### config.mk
export PLATFORM = sky130hd
export DESIGN_NAME = double_lores_dot_serializer_unit
export DESIGN_NICKNAME = d
export VERILOG_FILES = /design/src/hdl/dlds_pkg.sv /design/src/hdl/dlds_front.sv /design/src/hdl/dlds_queue.sv /design/src/hdl/dlds_back.sv /design/src/hdl/double_lores_dot_serializer_unit.sv
export SDC_FILE = /design/constraint.sdc
export NUM_CORES = 1
export LEC_CHECK = 0
export BUFFER_PORTS_ARGS = -buffer_cell sky130_fd_sc_hd__clkbuf_2
export CAP_MARGIN = 20
export CORE_ASPECT_RATIO = 1.25
export CORE_MARGIN = 5
export CORE_UTILIZATION = 30
export DETAILED_ROUTE_END_ITERATION = 8
export PLACE_DENSITY = 0.49
export SKIP_CTS_REPAIR_TIMING = 1
export SYNTH_ARGS = -nofsm -noshare
export SYNTH_HDL_FRONTEND = slang
export SYNTH_SLANG_ARGS = --single-unit
### constraint.sdc
create_clock -name aclk -period 2.93 [get_ports aclk]
set_input_delay 0.293 -clock aclk [delete_from_list [all_inputs] [get_ports aclk]]
set_output_delay 0.293 -clock aclk [all_outputs]
set_load 0.02 [all_outputs]
### src/hdl/dlds_pkg.sv
// ----------------------------------------------------------------------------
// dlds_pkg
// Shared types, widths and the dot pattern ROM of the dot serializer.
// ----------------------------------------------------------------------------
package dlds_pkg;

    localparam int COLUMNS_DEFAULT = 40;
    localparam int QUEUE_DEPTH     = 2;

    localparam int BYTE_W  = 8;
    localparam int NIB_W   = 4;
    localparam int PAT_W   = 7;
    localparam int DOTS_W  = 24;
    localparam int CNT_W   = 5;
    localparam int INDEX_W = 4;

    // 7-dot patterns; the upper half is the rotated set for odd columns
    localparam logic [PAT_W-1:0] DOT_ROM [0:31] = '{
        7'h00, 7'h11, 7'h22, 7'h33, 7'h44, 7'h55, 7'h66, 7'h77,
        7'h08, 7'h19, 7'h2A, 7'h3B, 7'h4C, 7'h5D, 7'h6E, 7'h7F,
        7'h00, 7'h44, 7'h08, 7'h4C, 7'h11, 7'h55, 7'h19, 7'h5D,
        7'h22, 7'h66, 7'h2A, 7'h6E, 7'h33, 7'h77, 7'h3B, 7'h7F
    };

    // one classified column waiting for the back end
    typedef struct packed {
        logic [PAT_W-1:0] up_aux;
        logic [PAT_W-1:0] up_main;
        logic [PAT_W-1:0] lo_aux;
        logic [PAT_W-1:0] lo_main;
        logic             first;
        logic             last;
        logic             mono;
    } dlds_item_t;

endpackage

### src/hdl/dlds_front.sv
// ----------------------------------------------------------------------------
// dlds_front
// Takes column beats, tracks the column position, holds the mode register
// and looks up the dot patterns for both cell rows.
// ----------------------------------------------------------------------------
module dlds_front import dlds_pkg::*; #(
    parameter int COLUMNS = COLUMNS_DEFAULT
) (
    input  logic              aclk,
    input  logic              aresetn,
    input  logic              cfg_valid,
    output logic              cfg_ready,
    input  logic              cfg_mono_enable,
    input  logic              s_valid,
    output logic              s_ready,
    input  logic [BYTE_W-1:0] s_aux_byte,
    input  logic [BYTE_W-1:0] s_main_byte,
    input  logic              q_full,
    output logic              q_push,
    output dlds_item_t        q_item
);

    localparam int COL_W = $clog2(COLUMNS);
    localparam logic [COL_W-1:0] LAST_COL = COL_W'(COLUMNS - 1);

    logic [COL_W-1:0] col_reg, col_next;
    logic             mono_reg;
    logic             col_last;
    logic             rot;

    assign cfg_ready = 1'b1;
    assign s_ready   = !q_full;
    assign q_push    = s_valid && s_ready;

    assign col_last = (col_reg >= LAST_COL);
    assign rot      = col_reg[0];
    assign col_next = col_last ? '0 : col_reg + 1'b1;

    always_comb begin
        q_item.up_aux  = DOT_ROM[{rot, s_aux_byte[NIB_W-1:0]}];
        q_item.lo_aux  = DOT_ROM[{rot, s_aux_byte[BYTE_W-1:NIB_W]}];
        q_item.up_main = DOT_ROM[{rot, s_main_byte[NIB_W-1:0]}];
        q_item.lo_main = DOT_ROM[{rot, s_main_byte[BYTE_W-1:NIB_W]}];
        q_item.first   = (col_reg == '0);
        q_item.last    = col_last;
        q_item.mono    = mono_reg;
    end

    always_ff @(posedge aclk) begin
        if (!aresetn) begin
            col_reg  <= '0;
            mono_reg <= 1'b0;
        end else begin
            if (cfg_valid) begin
                mono_reg <= cfg_mono_enable;
            end
            if (q_push) begin
                col_reg <= col_next;
            end
        end
    end

endmodule

### src/hdl/dlds_queue.sv
// ----------------------------------------------------------------------------
// dlds_queue
// Small FIFO of classified columns between the front and back ends.
// ----------------------------------------------------------------------------
module dlds_queue import dlds_pkg::*; #(
    parameter int DEPTH = QUEUE_DEPTH
) (
    input  logic       aclk,
    input  logic       aresetn,
    input  logic       push,
    input  dlds_item_t push_item,
    output logic       full,
    output logic       valid,
    output dlds_item_t head,
    input  logic       pop
);

    localparam int PTR_W = (DEPTH > 1) ? $clog2(DEPTH) : 1;
    localparam logic [PTR_W:0] DEPTH_CNT = (PTR_W + 1)'(DEPTH);
    localparam logic [PTR_W-1:0] LAST_PTR = PTR_W'(DEPTH - 1);

    dlds_item_t       entry_reg [DEPTH];
    logic [PTR_W-1:0] wr_ptr_reg, rd_ptr_reg;
    logic [PTR_W:0]   count_reg;
    logic             do_push, do_pop;

    assign full    = (count_reg == DEPTH_CNT);
    assign valid   = (count_reg != '0);
    assign head    = entry_reg[rd_ptr_reg];
    assign do_push = push && !full;
    assign do_pop  = pop && valid;

    always_ff @(posedge aclk) begin
        if (do_push) begin
            entry_reg[wr_ptr_reg] <= push_item;
        end
        if (!aresetn) begin
            wr_ptr_reg <= '0;
            rd_ptr_reg <= '0;
            count_reg  <= '0;
        end else begin
            if (do_push) begin
                wr_ptr_reg <= (wr_ptr_reg == LAST_PTR) ? '0 : wr_ptr_reg + 1'b1;
            end
            if (do_pop) begin
                rd_ptr_reg <= (rd_ptr_reg == LAST_PTR) ? '0 : rd_ptr_reg + 1'b1;
            end
            if (do_push && !do_pop) begin
                count_reg <= count_reg + 1'b1;
            end else if (do_pop && !do_push) begin
                count_reg <= count_reg - 1'b1;
            end
        end
    end

endmodule

### src/hdl/dlds_back.sv
// ----------------------------------------------------------------------------
// dlds_back
// Dot shift registers for both cell rows and the word sequencer; emits one
// result beat per cycle into the output register while a column is held and m_ready does not stall it.
// ----------------------------------------------------------------------------
module dlds_back import dlds_pkg::*; (
    input  logic               aclk,
    input  logic               aresetn,
    input  logic               q_valid,
    input  dlds_item_t         q_item,
    output logic               q_pop,
    output logic               m_valid,
    input  logic               m_ready,
    output logic [INDEX_W-1:0] m_upper_first_index,
    output logic [INDEX_W-1:0] m_upper_second_index,
    output logic [INDEX_W-1:0] m_lower_first_index,
    output logic [INDEX_W-1:0] m_lower_second_index,
    output logic               m_run_last,
    output logic               m_line_end
);

    typedef enum logic [2:0] {
        W_FIRST,
        W_PAIR_A,
        W_PAIR_B,
        W_LAST,
        W_MONO
    } word_kind_t;

    logic [DOTS_W-1:0]  up_reg, lo_reg;
    logic [CNT_W-1:0]   cnt_reg;
    logic               busy_reg;
    logic               first_reg;   // color lead-in word pending
    logic               lastw_reg;   // color line-end word pending
    logic               last_reg;
    logic               mono_reg;
    logic               phase_reg;   // second word of a color pair
    logic [2:0]         mono_n_reg;

    logic               m_valid_reg, m_run_last_reg, m_line_end_reg;
    logic [INDEX_W-1:0] m_uf_reg, m_us_reg, m_lf_reg, m_ls_reg;

    word_kind_t         kind;
    logic               advance, done, load;
    logic [INDEX_W-1:0] w_uf, w_us, w_lf, w_ls;
    logic [DOTS_W-1:0]  up_aft, lo_aft;
    logic [CNT_W-1:0]   cnt_aft;
    logic [DOTS_W-1:0]  base_up, base_lo, up_new, lo_new;
    logic [2:0]         base_cnt;
    logic [3:0]         main_sh;

    assign advance = busy_reg && (!m_valid_reg || m_ready);

    always_comb begin
        if (mono_reg) begin
            kind = W_MONO;
        end else if (first_reg) begin
            kind = W_FIRST;
        end else if (phase_reg) begin
            kind = W_PAIR_B;
        end else if (cnt_reg >= CNT_W'(8)) begin
            kind = W_PAIR_A;
        end else begin
            kind = W_LAST;
        end
    end

    always_comb begin
        w_uf    = up_reg[3:0];
        w_us    = up_reg[3:0];
        w_lf    = lo_reg[3:0];
        w_ls    = lo_reg[3:0];
        up_aft  = up_reg;
        lo_aft  = lo_reg;
        cnt_aft = cnt_reg;
        done    = 1'b0;
        case (kind)
            W_MONO: begin
                w_uf    = {3'b000, up_reg[0]};
                w_us    = {3'b000, up_reg[1]};
                w_lf    = {3'b000, lo_reg[0]};
                w_ls    = {3'b000, lo_reg[1]};
                up_aft  = up_reg >> 2;
                lo_aft  = lo_reg >> 2;
                cnt_aft = cnt_reg - CNT_W'(2);
                done    = (mono_n_reg == 3'd6) || (cnt_reg < CNT_W'(4));
            end
            W_FIRST: begin
                w_uf = '0;
                w_lf = '0;
                done = !((cnt_reg >= CNT_W'(8)) || lastw_reg);
            end
            W_PAIR_A: begin
                done = 1'b0;
            end
            W_PAIR_B: begin
                w_uf    = {up_reg[3:2], up_reg[5:4]};
                w_us    = up_reg[7:4];
                w_lf    = {lo_reg[3:2], lo_reg[5:4]};
                w_ls    = lo_reg[7:4];
                up_aft  = up_reg >> 4;
                lo_aft  = lo_reg >> 4;
                cnt_aft = cnt_reg - CNT_W'(4);
                done    = (cnt_reg < CNT_W'(12)) && !lastw_reg;
            end
            W_LAST: begin
                done = 1'b1;
            end
            default: begin
                done = 1'b1;
            end
        endcase
        if (!advance) begin
            up_aft  = up_reg;
            lo_aft  = lo_reg;
            cnt_aft = cnt_reg;
        end
    end

    // next column merges into what is left after this cycle's word
    assign load     = q_valid && (!busy_reg || (advance && done));
    assign q_pop    = load;
    assign base_up  = q_item.first ? '0 : up_aft;
    assign base_lo  = q_item.first ? '0 : lo_aft;
    assign base_cnt = q_item.first ? 3'd0 : cnt_aft[2:0];
    assign main_sh  = {1'b0, base_cnt} + 4'd7;

    always_comb begin
        up_new = base_up
               | ({{(DOTS_W-PAT_W){1'b0}}, q_item.up_aux} << base_cnt)
               | ({{(DOTS_W-PAT_W){1'b0}}, q_item.up_main} << main_sh);
        lo_new = base_lo
               | ({{(DOTS_W-PAT_W){1'b0}}, q_item.lo_aux} << base_cnt)
               | ({{(DOTS_W-PAT_W){1'b0}}, q_item.lo_main} << main_sh);
    end

    always_ff @(posedge aclk) begin
        if (!aresetn) begin
            up_reg      <= '0;
            lo_reg      <= '0;
            cnt_reg     <= '0;
            busy_reg    <= 1'b0;
            first_reg   <= 1'b0;
            lastw_reg   <= 1'b0;
            last_reg    <= 1'b0;
            mono_reg    <= 1'b0;
            phase_reg   <= 1'b0;
            mono_n_reg  <= '0;
            m_valid_reg <= 1'b0;
        end else begin
            if (advance) begin
                m_valid_reg    <= 1'b1;
                m_uf_reg       <= w_uf;
                m_us_reg       <= w_us;
                m_lf_reg       <= w_lf;
                m_ls_reg       <= w_ls;
                m_run_last_reg <= done;
                m_line_end_reg <= done && last_reg;
            end else if (m_ready) begin
                m_valid_reg <= 1'b0;
            end
            if (load) begin
                busy_reg   <= 1'b1;
                up_reg     <= up_new;
                lo_reg     <= lo_new;
                cnt_reg    <= {2'b00, base_cnt} + CNT_W'(14);
                first_reg  <= !q_item.mono && q_item.first;
                lastw_reg  <= !q_item.mono && q_item.last;
                last_reg   <= q_item.last;
                mono_reg   <= q_item.mono;
                phase_reg  <= 1'b0;
                mono_n_reg <= '0;
            end else if (advance) begin
                up_reg  <= up_aft;
                lo_reg  <= lo_aft;
                cnt_reg <= cnt_aft;
                case (kind)
                    W_MONO:   mono_n_reg <= mono_n_reg + 3'd1;
                    W_FIRST:  first_reg <= 1'b0;
                    W_PAIR_A: phase_reg <= 1'b1;
                    W_PAIR_B: phase_reg <= 1'b0;
                    W_LAST:   lastw_reg <= 1'b0;
                    default:  phase_reg <= 1'b0;
                endcase
                if (done) begin
                    busy_reg <= 1'b0;
                end
            end
        end
    end

    assign m_valid              = m_valid_reg;
    assign m_upper_first_index  = m_uf_reg;
    assign m_upper_second_index = m_us_reg;
    assign m_lower_first_index  = m_lf_reg;
    assign m_lower_second_index = m_ls_reg;
    assign m_run_last           = m_run_last_reg;
    assign m_line_end           = m_line_end_reg;

endmodule

### src/hdl/double_lores_dot_serializer_unit.sv
// a column beat is written into the queue, then loaded into the back-end dot
// registers, and its first word is then registered in the output register
// throughput: one result word per cycle unless m_ready stalls the output; a column
// yields 4 to 9 words in color mode and 7 in mono mode
// reset: aresetn is synchronous, active low; it clears the column position,
// mode register, dot registers, queue and output valid
// ----------------------------------------------------------------------------
// double_lores_dot_serializer_unit
// Top level: turns double low-res screen columns into pixel index words.
// ----------------------------------------------------------------------------
module double_lores_dot_serializer_unit import dlds_pkg::*; #(
    parameter int COLUMNS = COLUMNS_DEFAULT
) (
    input  logic               aclk,
    input  logic               aresetn,
    input  logic               cfg_valid,
    output logic               cfg_ready,
    input  logic               cfg_mono_enable,
    input  logic               s_valid,
    output logic               s_ready,
    input  logic [BYTE_W-1:0]  s_aux_byte,
    input  logic [BYTE_W-1:0]  s_main_byte,
    output logic               m_valid,
    input  logic               m_ready,
    output logic [INDEX_W-1:0] m_upper_first_index,
    output logic [INDEX_W-1:0] m_upper_second_index,
    output logic [INDEX_W-1:0] m_lower_first_index,
    output logic [INDEX_W-1:0] m_lower_second_index,
    output logic               m_run_last,
    output logic               m_line_end
);

    logic       q_push, q_full, q_valid, q_pop;
    dlds_item_t push_item, head_item;

    dlds_front #(
        .COLUMNS(COLUMNS)
    ) u_front (
        .aclk            (aclk),
        .aresetn         (aresetn),
        .cfg_valid       (cfg_valid),
        .cfg_ready       (cfg_ready),
        .cfg_mono_enable (cfg_mono_enable),
        .s_valid         (s_valid),
        .s_ready         (s_ready),
        .s_aux_byte      (s_aux_byte),
        .s_main_byte     (s_main_byte),
        .q_full          (q_full),
        .q_push          (q_push),
        .q_item          (push_item)
    );

    dlds_queue #(
        .DEPTH(QUEUE_DEPTH)
    ) u_queue (
        .aclk      (aclk),
        .aresetn   (aresetn),
        .push      (q_push),
        .push_item (push_item),
        .full      (q_full),
        .valid     (q_valid),
        .head      (head_item),
        .pop       (q_pop)
    );

    dlds_back u_back (
        .aclk                 (aclk),
        .aresetn              (aresetn),
        .q_valid              (q_valid),
        .q_item               (head_item),
        .q_pop                (q_pop),
        .m_valid              (m_valid),
        .m_ready              (m_ready),
        .m_upper_first_index  (m_upper_first_index),
        .m_upper_second_index (m_upper_second_index),
        .m_lower_first_index  (m_lower_first_index),
        .m_lower_second_index (m_lower_second_index),
        .m_run_last           (m_run_last),
        .m_line_end           (m_line_end)
    );

endmodule

After elaboration in Yosys (flattened, before gate mapping)
Memories as Yosys holds them, arrays and structs flattened. A register that Yosys moved wholly into a read port is not among the register bits.
Cells that the tools add are included.
- register bits after elaboration: 92
- RAM bits: 62
- ROM bits: 896
- output and inout port bits: 21
- word-level logic and storage cells: 162
- memories kept: 5
- memory list (name ; words ; width ; rd ports ; clocked after memory_dff ; wr ports ; line ; source):
    (no name shown) ; 32 ; 7 ; 1 ; 0 ; 0 ; dlds_front.sv:40 ; q_item.up_aux = DOT_ROM[{rot, s_aux_byte[NIB_W-1:0]}];
    (no name shown) ; 32 ; 7 ; 1 ; 0 ; 0 ; dlds_front.sv:41 ; q_item.lo_aux = DOT_ROM[{rot, s_aux_byte[BYTE_W-1:NIB_W]}];
    (no name shown) ; 32 ; 7 ; 1 ; 0 ; 0 ; dlds_front.sv:42 ; q_item.up_main = DOT_ROM[{rot, s_main_byte[NIB_W-1:0]}];
    (no name shown) ; 32 ; 7 ; 1 ; 0 ; 0 ; dlds_front.sv:43 ; q_item.lo_main = DOT_ROM[{rot, s_main_byte[BYTE_W-1:NIB_W]}];
    u_queue.entry_reg ; 2 ; 31 ; 1 ; 1 ; 1 ; dlds_queue.sv:22 ; dlds_item_t entry_reg [DEPTH];
- $add $sub $neg: 10
- $lt $le $gt $ge: 8
- equal/unequal tests: 6
- shift-type cells: 4
- muxes and demuxes: 53
- bitwise gates (word level): 10
- reductions and logical operators: 43
- operators with widths (cell ; count):
    $mux W24 ; 8
    $or A24 B24 Y24 ; 4
    $pmux W24 S2 ; 2
    $mux W7 ; 8
    $shl A7 B3 Y24 ; 2
    $shl A7 B4 Y24 ; 2
    $ge A6 B6 Y1 const B ; 5
    $not A5 Y6 ; 4
    $pmux W4 S3 ; 2
    $mux W1 ; 17
    $pmux W4 S2 ; 2
    $mux W5 ; 3
    $reduce_and A2 Y1 ; 7
    $reduce_bool A2 Y1 ; 7
    $logic_and A1 B1 Y1 ; 12
    $mux W3 ; 4
    $pmux W5 S2 ; 1
    $logic_not A1 Y1 ; 8
    $add A6 B1 Y6 const B ; 1
    $eq A3 B2 Y1 const B ; 2
    $eq A3 B3 Y1 const B ; 2
    $logic_not A6 Y1 ; 1
    $mux W2 ; 3
    $mux W6 ; 1
    other kinds (21) ; 26

Depth between registers and ports, before layout
- depth after elaboration: 14
- gate-level depth with buffers: 17
- mapped depth without buffers: 14

Cells and area by module
Synthesis repeated with hierarchy kept, for this count alone.
- cells, all modules: 922
- area total of the unflattened synthesis: 8934.8 µm²
- by module, submodules not included (module ; instances ; cells an instance ; area an instance (µm²) ; sequential area each (µm²)):
    dlds_back ; 1 ; 717 ; 5734.2 ; 1801.7
    dlds_queue ; 1 ; 121 ; 2462.4 ; 1961.9
    dlds_front ; 1 ; 84 ; 738.2 ; 140.1

Worst setup path before layout
No wires, ideal clock.
- path kind: register -> register
- from: register u_back.m_valid_reg (netlist: u_back.m_valid)
- to: register u_back.up_reg[10]
- library setup time: 0.134 ns
- arrival time: 2.841 ns
- data required time: 2.796 ns
- setup slack: -0.044 ns
- stages on the path, launching flop included: 17
- path buffers: 5
- period minus slack after synthesis: 2.974 ns
- cell sequence: dfxtp_1 -> nor2b_1 -> clkbuf_1 -> nor3_1 -> o21a_1 -> inv_1 -> clkbuf_1 -> ha_1 -> buf_2 -> inv_1 -> o2111ai_1 -> and2_1 -> buf_6 -> buf_6 -> nor3_1 -> a311oi_1 -> o22ai_1
- word-level cells in the longest chain between the ends: 9
- elaborated cells on any way between the ends: 18
- those cells by class: 1 x add/sub; 2 x shift; 6 x mux; 2 x bitwise; 7 x reduce/logical
- RTL lines (element ; line ; source):
    from (decl) ; dlds_back.sv:40 ; logic m_valid_reg, m_run_last_reg, m_line_end_reg;
    from (signal assigned) ; dlds_back.sv:149 ; m_valid_reg <= 1'b0;
    from (signal assigned) ; dlds_back.sv:152 ; m_valid_reg <= 1'b1;
    from (signal assigned) ; dlds_back.sv:160 ; m_valid_reg <= 1'b0;
    $logic_not A1 Y1 * ; dlds_back.sv:52 ; assign advance = busy_reg && (!m_valid_reg || m_ready);
    $logic_or A1 B1 Y1 * ; dlds_back.sv:52 ;
    $logic_and A1 B1 Y1 * ; dlds_back.sv:52 ;
    $mux W5 ; dlds_back.sv:113 ; if (!advance) begin
    $mux W3 ; dlds_back.sv:125 ; assign base_cnt = q_item.first ? 3'd0 : cnt_aft[2:0];
    $add A3 B3 Y4 or $shl A7 B3 Y24 (tied branches) ; dlds_back.sv:126, dlds_back.sv:130 ;
    $shl A7 B4 Y24 or $or A24 B24 Y24 (tied branches) ; dlds_back.sv:131, dlds_back.sv:130 ;
    $or A24 B24 Y24 ; dlds_back.sv:131 ; | ({{(DOTS_W-PAT_W){1'b0}}, q_item.up_main} << main_sh);
    $mux W24 ; dlds_back.sv:162 ; if (load) begin
    to (signal assigned) ; dlds_back.sv:164 ; up_reg <= up_new;
    to (signal assigned) ; dlds_back.sv:174 ; up_reg <= up_aft;
    to (decl) ; dlds_back.sv:30 ; logic [DOTS_W-1:0] up_reg, lo_reg;
Every way passes the cells marked *; elsewhere a longest branch is shown, timed or not. The select of a mux whose other input is x is not followed.
A chain may end at the register's enable or synchronous reset.

Final worst setup path
- from: register u_back.mono_reg
- to: register u_back.up_reg[4]
- word-level cells in the longest chain between the ends: 9
- elaborated cells on any way between the ends: 23
- those cells by class: 1 x add/sub; 3 x eq/ne; 2 x shift; 10 x mux; 2 x bitwise; 5 x reduce/logical
- RTL lines (element ; line ; source):
    from (decl) ; dlds_back.sv:36 ; logic mono_reg;
    from (signal assigned) ; dlds_back.sv:170 ; mono_reg <= q_item.mono;
    $mux W3 * ; dlds_back.sv:55 ; if (mono_reg) begin
    $eq A3 B2 Y1 or $eq A3 B3 Y1 (tied branches) ; dlds_back.sv:77 ; case (kind)
    $pmux W5 S2 ; dlds_back.sv:77 ;
    $mux W5 ; dlds_back.sv:113 ;
    $mux W3 ; dlds_back.sv:125 ;
    $add A3 B3 Y4 or $shl A7 B3 Y24 (tied branches) ; dlds_back.sv:126, dlds_back.sv:130 ;
    $shl A7 B4 Y24 or $or A24 B24 Y24 (tied branches) ; dlds_back.sv:131, dlds_back.sv:130 ;
    $or A24 B24 Y24 ; dlds_back.sv:131 ;
    $mux W24 ; dlds_back.sv:162 ;
Marks and branches as above.

==> results by group <==
Worst setup path
  – Worst R2R Start: u_back.mono_reg
  – Flop-to-flop setup slack: roughly 0.15 ns
  – Worst Setup Path Type: reg2reg
  – Arrival time of the worst setup path: just over 3 ns
  – Nature of the critical path startpoint: flip-flop
  – Setup crit end kind: flip-flop
  – Worst-path maximum fanout: 17
  – End of the worst register-to-register path: u_back.up_reg[4]
  – Cells on worst reg2reg path: 12
  – WP data required: between 3 and 4 ns

Placed design
  – Half-perimeter wire length after detailed placement: 19.8 mm
  – Gpl congestion: slightly below 1
  – Instance area at placement: slightly below 9000 um2
  – IO buf count: just over 40

Power and ir drop
  – Logic gate share of total power: between 50% and 60%
  – Cell area power density: 1150 nW/um2
  – Switching Share: roughly 45%
  – Static leakage: roughly 3.5 nW
  – Clock power frac: 20.0%
  – Seq pwr share: 27.0%
  – NetSw: 0.00485 W
  – Worst VDD drop: 0.460 mV
  – Int Power: just under 0.006 W

Synth
  – Count of state elements after synthesis: around 130
  – Number of standard cells after synthesis: 838
  – Yosys warns: 0
  – Mapped Avg Cell Area: approximately 9.3 um2
  – Adder-cell share of the synthesized area: 1.92%
  – Count of flip-flops with a built-in enable after synthesis: 56
  – Syn nets: between 800 and 900
  – Leading register cell type out of synthesis: sky130_fd_sc_hd__dfxtp_1
  – Synth Cell Area: between 7000 and 8000 um2
  – Xor/xnor cell area share of the yosys netlist: under 10%
  – Number of distinct library cell variants in the gate-level netlist after synthesis: 90
  – Combinational family with the most area after synthesis: compound AO/OA/AOI/OAI gates
  – Area fraction in compound gates after synthesis: a little over a quarter
  – Share of synthesized area spent on multiplexers: approximately 8.4%
  – Synth Area in Simple Gates: 15.8%
  – Fraction of the yosys area taken by sequential cells: ~40%
  – Ys async rst share: 0%

STA
  – Worst-margin pin slew: slightly below 0.8 ns
  – Largest clock skew in the final design: 0.0121 ns
  – Tightest hold margin: 0.103 ns
  – Setup repair after global routing missed its margin: no
  – Final min period: 2.78 ns
  – Number of endpoints with negative hold slack in the final report: 0
  – Final cycle utilization of the critical path: around 95%
  – Rel. slew slack: between 40 and 50%
  – Final max-slew violation count: 0
  – Maximum clock frequency: 0.360 GHz
  – Setup-failing EPs final: 0
  – Sum Neg Setup Slack: 0 ns

Hold path
  – Worst hold path class: in2reg
  – WHS Endpoint: u_front.mono_reg
  – Instance count along the most critical hold path: 3
  – Hold path startpoint: cfg_mono_enable

Global route
  – Most crowded layer after global routing: met2
  – Initial antenna violation count: 0
  – Global routing met3 resource utilization: under 10%
  – Gr ovfl total: 0
  – Fraction of met1 tracks used by global routing: 23.1%
  – Met2 track utilization from global routing: a little under a third
  – Pin count of the biggest net entering global routing: 45
  – Via count of the first global-routing pass: 6885
  – Wire length of the first global-routing pass: 41.2 mm
  – Total routing resource utilization after global routing: between 15 and 20%

Final layout
  – Layout net count: around 950
  – Flip-flop count of the largest register, all copies and words added: 38
  – Signed area change from the synthesized netlist to the final layout: 20.5%
  – Number of antenna cells inserted: 0
  – Fraction of layout instances using a drive strength above 1: between 20% and 30%
  – Final instance area: 9410 um2
  – Fill cell count: 2669

Die
  – Core Rows: 66
  – Die Ht: 190 um
  – Initial Utilization: a little under a third
  – Chip width: around 150 um
  – Core area: roughly 26000 um2
  – Area enclosed by the die boundary: 29400 um2
  – Ports: 43

Routing
  – Number of search-and-repair iterations in the first detailed-routing pass: 6
  – DRC: 0
  – Mean routed wirelength per cell: between 20 and 25 um
  – Detail Route Antenna Nets: 0
  – Post-DR vias/cell: 5.57
  – Initial drt markers: 653
  – Via count: about 7.1k
  – Routed WL: approximately 26 mm

Outcome
  – Run status: complete, no violations

Job
  – Max-cap check violation count: 0

Clocking
  – Buffer depth of the longest clock path: 2
  – TritonCTS clock tree: built
  – Clock-pin slew on the worst setup and hold paths: roughly 0.060 ns
  – Root buffer selected by CTS: sky130_fd_sc_hd__clkbuf_16
  – Clock latency of the later-clocked register in the worst-skew pair: between 0.4 and 0.5 ns
  – H-tree depth: 4
  – Number of buffers inserted during clock tree synthesis: 17
  – CTS sink count: ~130
==> logic make-up (layout without fill, tap and decap cells) <==
group                      after synthesis  in the layout
adders and majority gates               12             12
DFF                                    131            131
other                                    1              1
muxes                                   60             60
AOI/OAI and AO/OA                      281            281
xor gates and xnor gates                13             13
buffers and inverters                   86            179
and+or+nand+nor                        254            254
==> cell usage in the layout, fill, tap and decap left out, types with 4 or more instances in the layout <==
master and n:
sky130_fd_sc_hd__nor3_1 22, sky130_fd_sc_hd__mux2_2 29, sky130_fd_sc_hd__nand3b_1 4, sky130_fd_sc_hd__a221oi_1 16, sky130_fd_sc_hd__xnor2_1 7, sky130_fd_sc_hd__clkbuf_2 41, sky130_fd_sc_hd__dfxtp_1 73, sky130_fd_sc_hd__o21a_1 9
sky130_fd_sc_hd__a2bb2oi_1 4, sky130_fd_sc_hd__ha_1 11, sky130_fd_sc_hd__o2bb2ai_1 5, sky130_fd_sc_hd__o21ai_1 6, sky130_fd_sc_hd__nand4_1 4, sky130_fd_sc_hd__and3_1 11, sky130_fd_sc_hd__clkinv_4 4, sky130_fd_sc_hd__a21oi_1 62
sky130_fd_sc_hd__o211ai_1 4, sky130_fd_sc_hd__inv_1 16, sky130_fd_sc_hd__o22ai_1 22, sky130_fd_sc_hd__and2_1 13, sky130_fd_sc_hd__nor2b_1 7, sky130_fd_sc_hd__o211a_1 6, sky130_fd_sc_hd__nand2_1 62, sky130_fd_sc_hd__a21o_1 4
sky130_fd_sc_hd__xor2_1 6, sky130_fd_sc_hd__nand2b_1 4, sky130_fd_sc_hd__or3_1 4, sky130_fd_sc_hd__nor2_1 87, sky130_fd_sc_hd__nand3_1 18, sky130_fd_sc_hd__a31oi_1 9, sky130_fd_sc_hd__mux2i_1 28, sky130_fd_sc_hd__o21ai_0 23
sky130_fd_sc_hd__a211oi_1 11, sky130_fd_sc_hd__edfxtp_1 56, sky130_fd_sc_hd__buf_4 83, sky130_fd_sc_hd__a22oi_1 32, sky130_fd_sc_hd__a32oi_1 4, sky130_fd_sc_hd__clkbuf_16 17, sky130_fd_sc_hd__a22o_1 21
==> through the flow <==
step / total power, W / instances / setup WS (ns) / util, %
after floorplan: 0.00646 / 838 / 0.0159 / -
after global placement: 0.00857 / 1239 / 0.0311 / 33.9
after detailed placement: 0.00851 / 1239 / 0.0541 / 33.9
after CTS: 0.0107 / 1271 / 0.0350 / 36.2
after global routing: 0.0114 / 1271 / 0.00373 / 36.4
final: 0.0108 / 1271 / 0.155 / 36.4
==> worst max-delay path, stage by stage, from the launching register on <==
cell	delay [ns]
sky130_fd_sc_hd__dfxtp_2	0.45
sky130_fd_sc_hd__nand2_1	0.10
sky130_fd_sc_hd__nor3_1	0.17
sky130_fd_sc_hd__buf_4	0.16
sky130_fd_sc_hd__o21a_1	0.12
sky130_fd_sc_hd__inv_1	0.06
sky130_fd_sc_hd__ha_1	0.33
sky130_fd_sc_hd__buf_4	0.26
sky130_fd_sc_hd__a211oi_1	0.10
sky130_fd_sc_hd__o211ai_1	0.28
sky130_fd_sc_hd__a21oi_1	0.12
sky130_fd_sc_hd__o31ai_2	0.37
sky130_fd_sc_hd__a21oi_1	0.11
==> layout make-up <==
type / instances / area [um2] / share of cell area, %
Inverter: 20 / 78.8 / 0.838
Clock inverter: 14 / 154 / 1.64
Clock buffer: 18 / 429 / 4.56
Tap cell: 340 / 425 / 4.52
Timing Repair Buffer: 127 / 888 / 9.44
Multi-Input combinational cell: 621 / 4250 / 45.1
Sequential cell: 131 / 3190 / 33.9
==> power groups by stage <==
| stage | sequential, W | combinational, W | clock [W] |
|---|---|---|---|
| 2_1_floorplan | 0.00286 | 0.00360 | 0 |
| 3_3_place_gp | 0.00294 | 0.00563 | 0 |
| 3_5_place_dp | 0.00294 | 0.00557 | 0 |
| 4_1_cts | 0.00290 | 0.00560 | 0.00220 |
| 5_1_grt | 0.00298 | 0.00613 | 0.00228 |
| 6_report | 0.00292 | 0.00572 | 0.00216 |
==> per-layer routing <==
metal	wire, um	share of wire (%)
met3	1150	4.3
met5	0	0
met1	11600	44
met4	947	3.6
met2	12800	48
==> cell usage after synthesis (all sizes together) (5+ instances only) <==
| master | instances | area [um2] |
|---|---|---|
| buf | 36 | 240 |
| xnor2 | 7 | 61.3 |
| o2bb2ai | 5 | 43.8 |
| a22oi | 32 | 240 |
| nor3 | 24 | 125 |
| o211a | 7 | 70.1 |
| a22o | 21 | 184 |
| a211oi | 11 | 82.6 |
| edfxtp | 56 | 1680 |
| a221oi | 16 | 140 |
| clkbuf | 30 | 114 |
| o21a | 9 | 67.6 |
| xor2 | 6 | 52.6 |
| o211ai | 5 | 51.3 |
| nor2 | 89 | 353 |
| mux2i | 30 | 304 |
| nor2b | 7 | 43.8 |
| a21oi | 66 | 353 |
| dfxtp | 75 | 1500 |
| ha | 12 | 150 |
| and3 | 11 | 68.8 |
| nand2 | 64 | 245 |
| and2 | 13 | 81.3 |
| nand3 | 18 | 90.1 |
| inv | 18 | 67.6 |
| o22ai | 22 | 138 |
| mux2 | 29 | 327 |
| o21ai | 30 | 161 |
| a31oi | 10 | 62.6 |
==> how the worst max path moves through the flow <==
stage                                 start                end  slack (ns)  cells past startpoint
after detailed placement          flip-flop  u_back.up_reg[15]        0.05                     10
final                       u_back.mono_reg   u_back.up_reg[4]        0.15                     12
after global placement      u_back.mono_reg  u_back.up_reg[15]        0.03                     12
after floorplan           u_back.cnt_reg[2]   u_back.lo_reg[9]        0.02                     15
after global routing        u_back.mono_reg   u_back.lo_reg[9]       0.004                     14
after CTS                         flip-flop  u_back.up_reg[15]        0.04                     10
No activity file was read; power rests on OpenSTA's default activity.
